===== src/hdl/mutex_group_set_disambiguation_unit_assert.svh =====
// Assertion macros for the exactly-one group disambiguation unit.
`ifndef MUTEX_GROUP_SET_DISAMBIGUATION_UNIT_ASSERT_SVH
`define MUTEX_GROUP_SET_DISAMBIGUATION_UNIT_ASSERT_SVH
`ifndef ASSERT_OFF
`define MGSD_ASSERT(lbl, clk, rst_n, prop) \
  lbl: assert property (@(posedge clk) disable iff (!rst_n) prop) \
    else $error("mgsd assertion failed");
`define MGSD_NEVER(lbl, clk, rst_n, expr) \
  lbl: assert property (@(posedge clk) disable iff (!rst_n) !(expr)) \
    else $error("mgsd forbidden condition");
`else
`define MGSD_ASSERT(lbl, clk, rst_n, prop)
`define MGSD_NEVER(lbl, clk, rst_n, expr)
`endif
`endif


===== src/hdl/mgsd_vmem.sv =====
// Single-port-write, registered-read memory whose unwritten entries read as a reset word.
module mgsd_vmem #(
  parameter int   DEPTH    = 64,
  parameter int   WIDTH    = 64,
  parameter int   AW       = 6,
  parameter logic RST_ONES = 1'b1
) (
  input  logic             clk_i,
  input  logic             rst_ni,
  input  logic             we_i,
  input  logic [AW-1:0]    waddr_i,
  input  logic [WIDTH-1:0] wdata_i,
  input  logic             re_i,
  input  logic [AW-1:0]    raddr_i,
  output logic [WIDTH-1:0] rdata_o
);

  localparam logic [WIDTH-1:0] RST_WORD = {WIDTH{RST_ONES}};

  logic [WIDTH-1:0] mem [DEPTH];
  logic [DEPTH-1:0] vld_q;
  logic [WIDTH-1:0] rdata_q;

  always_ff @(posedge clk_i or negedge rst_ni) begin
    if (!rst_ni) begin
      vld_q <= '0;
    end else if (we_i) begin
      vld_q[waddr_i] <= 1'b1;
    end
  end

  always_ff @(posedge clk_i) begin
    if (we_i) begin
      mem[waddr_i] <= wdata_i;
    end
  end

  always_ff @(posedge clk_i) begin
    if (re_i) begin
      rdata_q <= vld_q[raddr_i] ? mem[raddr_i] : RST_WORD;
    end
  end

  assign rdata_o = rdata_q;

endmodule


===== config.mk =====
export PLATFORM = sky130hd
export DESIGN_NAME = mgsd_vmem
export DESIGN_NICKNAME = d
export VERILOG_FILES = /design/src/hdl/mutex_group_set_disambiguation_unit_assert.svh /design/src/hdl/mgsd_vmem.sv
export SDC_FILE = /design/constraint.sdc
export NUM_CORES = 2
export LEC_CHECK = 0
export BUFFER_PORTS_ARGS = -buffer_cell sky130_fd_sc_hd__buf_2
export CORE_ASPECT_RATIO = 1.2
export CORE_MARGIN = 2
export CORE_UTILIZATION = 30
export CTS_CLUSTER_DIAMETER = 150
export DETAILED_ROUTE_END_ITERATION = 10
export GPL_ROUTABILITY_DRIVEN = 0
export PLACE_DENSITY = 0.48
export SLEW_MARGIN = 20
export SYNTH_ARGS = -nofsm -noshare
export SYNTH_HDL_FRONTEND = slang
export SYNTH_SLANG_ARGS = --single-unit
export TNS_END_PERCENT = 5

===== constraint.sdc =====
create_clock -name clk_i -period 2.3 [get_ports clk_i]
set_clock_uncertainty 0.15 [all_clocks]
set_input_delay 0.115 -clock clk_i [delete_from_list [all_inputs] [get_ports clk_i]]
set_output_delay 0.115 -clock clk_i [all_outputs]
set_load 0.005 [all_outputs]

# == Word-level counts from Yosys, hierarchy flattened ==
# Memories as Yosys holds them, arrays and structs flattened. A register that Yosys moved wholly into a read port is not among the register bits.
# Cells that the tools add are included.
# Widths: inputs -> output; s select.
# totals
register_bits,64
word_cells,14
out_inout_bits,64
mem_bits_rw,4096
n_memories,1
# mem_list
memory,depth,width,read_ports,rd_ports_with_merged_regs,write_ports,line,rtl
mem,64,64,1,1,1,mgsd_vmem.sv:20,logic [WIDTH-1:0] mem [DEPTH];
# op_classes
n_mux,6
n_bitwise,1
magnitude_cmp,3
n_reduce_logical,2
# op_table
op,n
$or 64x64->64,1
$lt 6x7->1 const B,2
$bmux 1 s6,1
$demux 1 s6,1
$ge 6x1->1 const B,1
$mux 1,4
$logic_and 1x1->1,1
$logic_not 1->1,1

# == Depth between registers and ports, before layout ==
# depth
ltp_word,5
ltp_mapped,12

# == Worst setup path after synthesis ==
# No wires, ideal clock.
# synth_path
kind,input port to flip-flop
from,input waddr_i[3]
to,register vld_q[48]
path_slack_ps,-3593
n_path_buf,1
t_arrival_ps,5651
setup_ps,92
stages,5
path_cell_list,clkbuf_1 nand4b_1 or2_2 nor3_1 or2_2
# synth_via
elab_chain_cells,5
elab_cells_between_ends,6
# synth_lines
element,line,rtl
start: declaration,mgsd_vmem.sv:11,"input logic [AW-1:0] waddr_i,"
$lt 6x7->1 (implied by the code) / $ge 6x1->1 (equally long branches),mgsd_vmem.sv:28,vld_q[waddr_i] <= 1'b1;
$logic_and 1x1->1 (implied by the code),mgsd_vmem.sv:28,
$mux 1 (implied by the code),mgsd_vmem.sv:28,
$demux 1 s6 *,mgsd_vmem.sv:28,
$or 64x64->64 (no line) *,-,
end signal: assignment,mgsd_vmem.sv:26,vld_q <= '0;
end signal: indexed assignment,mgsd_vmem.sv:28,
end: declaration,mgsd_vmem.sv:21,logic [DEPTH-1:0] vld_q;
# Every way passes the cells marked *; elsewhere a longest branch is shown, timed or not.
# A chain may end at the register's enable or synchronous reset.

# == Worst setup path after layout ==
# layout_path
from,register vld_q[11]
to,"register rdata_q[9] (netlist: rdata_o[9]), read port of mem (data pin)"
# layout_via
elab_chain_cells,3
# layout_lines
element,line,rtl
$bmux 1 s6,mgsd_vmem.sv:40,rdata_q <= vld_q[raddr_i] ? mem[raddr_i] : RST_WORD;
$mux 1 (implied by the code),mgsd_vmem.sv:40,
$logic_not 1->1 (no line),-,
end: declaration,mgsd_vmem.sv:22,logic [WIDTH-1:0] rdata_q;
# No other way between the ends. The select of a mux whose other input is x is not followed.

==> summary.txt <==
Route
  • Via count: 79,300
  • WL final: ~500,000 µm
  • Post-route ant nets: 0
  • Drt first pass iters: 5
  • Average routed wire per standard cell: between 30 and 40 µm
  • First DRT Iteration DRCs: about 8,400
  • Vias per cell: about 5
  • DRC: 0

STA
  • Final Cycle Share: 113%
  • Peak Freq: slightly below 400 MHz
  • Final setup viols: 64
  • Relative slew slack: between 20% and 30%
  • RSZ-0062 raised after global routing: true
  • Least-Margin Pin Slew: 1100 ps
  • Fin crit period: 2590 ps
  • Final worst slack: -295 ps
  • Hold Violations, Final: 0
  • Setup TNS: -12,380 ps
  • Fin. max-slew vios: 0

Worst setup path
  • Crit Path Class: reg -> reg
  • Max stage delay cell, worst path: or4_4
  • Slowest cell delay on critical path: roughly 630 ps
  • CP required: slightly below 3000 ps
  • Reg2reg start: vld_q[11]
  • CP endpoint kind: flop
  • Worst EP arrival: ~3300 ps
  • Cell chain of the critical path: mux4_2 > a22oi_1 > a21boi_1 > or4_4 > buf_12 > o211ai_2
  • CP Launch Type: flop
  • Critical path's top delay family: simple AND/OR/NAND/NOR gates
  • Worst Path Buf+Inv: 1
  • Critical path peak fanout: 23
  • CP Launch Point: vld_q[11]

Logic synthesis
  • Ys async rst share: about 1.5%
  • Top FF cell, synth: edfxtp_1
  • Mean area per synthesized cell: between 20 and 25 µm²
  • Post-synthesis net count: ~7,100
  • Number of synthesized flops with an enable pin: roughly 4,200
  • Yosys warns: 0
  • Post-Syn Area: 161,000 µm²
  • Seq/Total Area, Yosys: between 70% and 80%
  • Post-synth cell types: between 40 and 50
  • Mapped Cells: about 7,000
  • Register bit total from synthesis: roughly 4,200

Die
  • Number of primary I/O pins: about 140
  • Die Ht: a little over 800 µm
  • Die width: 672 µm
  • FP Rows: 294
  • Core area: ~530,000 µm²
  • Die Footprint: 541,000 µm²
  • Initial core utilization: around 30%

Global routing
  • Grt ovf: 0
  • GRT Total Usage: between 10% and 20%
  • Largest net degree at the start of global routing: 65
  • Number of global-route vias before repair: approximately 83,000
  • Initial antenna violation count: 45
  • First-pass GRT wire length: approximately 680,000 µm

CTS
  • CTS tree: done
  • Longest Clk Path Bufs: 4
  • Clk_lat worst skew: just over 1000 ps
  • Clk sink count: ~4,200
  • Clock root cell: clkbuf_16
  • H-tree level count: 5
  • Clk slew on worst S/H paths: around 60 ps
  • CTS Buf Count: between 400 and 500

Placed design
  • Placed instance area: approximately 180,000 µm²
  • Setup slack at placement: -629 ps
  • IO buf count: 143
  • Post-DP HPWL: 299,000 µm
  • Placed insts: approximately 15,000

Power and ir drop
  • Leakage: 0.0615 µW
  • Net Switching: between 30,000 and 40,000 µW
  • Switching Share: between 20% and 30%
  • Clock share of power: approximately 42%
  • Power density cells: 847 nW/µm²
  • P_int: 129,000 µW
  • Seq pwr share: 52.1%
  • Max VDD drop: about 0.62 mV
  • Combinational share of power: under 10%

Hold path
  • Worst Min Path Start: wdata_i[4]
  • Hold Crit Class: in -> reg

Flow run
  • Max-Cap Viols: 0

Cells and area
  • Post-Layout Cell Count: 15,600
  • Area grow syn2layout: 21.0%
  • Share of layout cells above drive strength 1: 32.7%
  • Final #Nets: between 8,000 and 9,000
  • Post-layout util: between 30 and 40%
  • Finished Cell Area: between 150,000 and 200,000 µm²

Outcome
  • Failing checks: setup timing
  • Status: finished, violations left
==> metrics by stage <==
stage | total power [µW] | hold WS [ps]
finish | 165000 | 28.0
global route | 170000 | 42.3
CTS | 166000 | 3.41
detailed placement | 96600 | 266
global placement | 96400 | 260
floorplan | 91800 | -331
==> cells in the final DEF (no fill, tap or decap), types with 5 or more instances in the layout <==
cell type,n
edfxtp_1,4160
mux4_2,927
buf_4,471
clkbuf_16,428
buf_12,355
mux2i_1,281
a22oi_1,146
buf_2,137
clkinv_1,101
nor2b_1,100
o221ai_1,96
a211oi_1,96
clkbuf_1,91
dlygate4sd3_1,90
clkinv_2,68
or2_2,64
dfrtp_1,64
nor2_4,63
o21ai_0,63
a221oi_1,63
mux2_2,63
nor2_1,54
a22o_1,48
o22a_1,48
or4_1,48
o211ai_2,45
bufinv_16,45
nand3_1,37
nand2_1,25
a21oi_1,17
and3_1,15
a21o_1,15
o21ai_2,15
clkinv_16,11
diode_2,10
clkinvlp_4,10
clkinv_4,9
inv_6,9
clkinv_8,8
nand2b_1,5
==> Yosys cell counts, types with 45 or more instances <==
cell | instances | area, µm²
edfxtp_1 | 4160 | 125000
mux4_2 | 927 | 20900
mux2i_1 | 281 | 2810
clkbuf_1 | 237 | 890
a22oi_1 | 149 | 1120
nor2_1 | 117 | 439
nor2b_1 | 107 | 669
a211oi_1 | 96 | 721
o221ai_1 | 96 | 841
buf_2 | 85 | 425
or2_2 | 66 | 413
dfrtp_1 | 64 | 1600
a221oi_1 | 63 | 552
mux2_2 | 63 | 709
o21ai_0 | 63 | 315
buf_4 | 56 | 420
or4_1 | 49 | 368
a22o_1 | 48 | 420
o22a_1 | 48 | 420
o211ai_2 | 45 | 563
==> layer usage <==
| layer | GRT usage [%] | up-vias | share of wire [%] | wire length (µm) |
|---|---|---|---|---|
| li1 | - | 32300 | - | - |
| met2 | 31.8 | 2390 | 52 | 254000 |
| met1 | 23.4 | 44000 | 41 | 203000 |
| met4 | 3.86 | 0 | 2.2 | 10800 |
| met3 | 2.24 | 598 | 5.0 | 24400 |
| met5 | 0 | - | 0 | 0 |
==> sequential cells by signal, summed over array words and instances, names as in the netlist <==
register	cells
vld_q	64
mem	4096
rdata_o	64
==> power by group through the flow <==
| stage | Combinational, µW | Sequential (µW) | Clock, µW |
|---|---|---|---|
| 2_1_floorplan | 4600 | 87200 | 0 |
| 3_3_place_gp | 9060 | 87400 | 0 |
| 3_5_place_dp | 9190 | 87400 | 0 |
| 4_1_cts | 9390 | 85800 | 71200 |
| 5_1_grt | 9840 | 85800 | 73900 |
| 6_report | 9260 | 85800 | 69600 |
==> area by class of cell <==
class                           instances  area, µm²
Sequential cell                      4224     127000
Timing Repair Buffer                 1063      12400
Multi-Input combinational cell       2374      32800
Clock buffer                          521      11100
Antenna cell                           10       25.0
Tap cell                             7104       8890
Fill cell                           48400     339000
Inverter                                1       3.75
Clock inverter                        264       2820
==> cell families (layout without fill, tap and decap cells) <==
group | after synthesis | count (layout) | synth area share [%]
buf+inv | 415 | 1849 | 1.25
simple gates | 441 | 441 | 1.51
mux | 1271 | 1271 | 15.2
flops | 4224 | 4224 | 78.7
other cells | 0 | 10 | 0
compound gates | 662 | 662 | 3.32
==> repair_timing <==
| action | 4_1_cts | 5_1_grt |
|---|---|---|
| setup endpoints to repair | 64 | 378 |
| hold buffers | 94 | 0 |
| resized for setup | 4 | 7 |
| pin swaps | 1 | 5 |
| buffers inserted | 0 | 3 |
| hold endpoints to repair | 7239 | 0 |
==> worst paths after layout <==
path / to / slack (ps) / cells after the start
min in group asynchronous: vld_q[8] / 410 / 4
setup / recovery: rdata_o[9] / -290 / 6
setup reg to reg: rdata_o[9] / -290 / 6
hold / removal: mem[49][4] / 30 / 2
max in group asynchronous: vld_q[14] / 1070 / 4
hold reg to reg: vld_q[52] / 310 / 1
No activity file was read; power rests on OpenSTA's default activity.
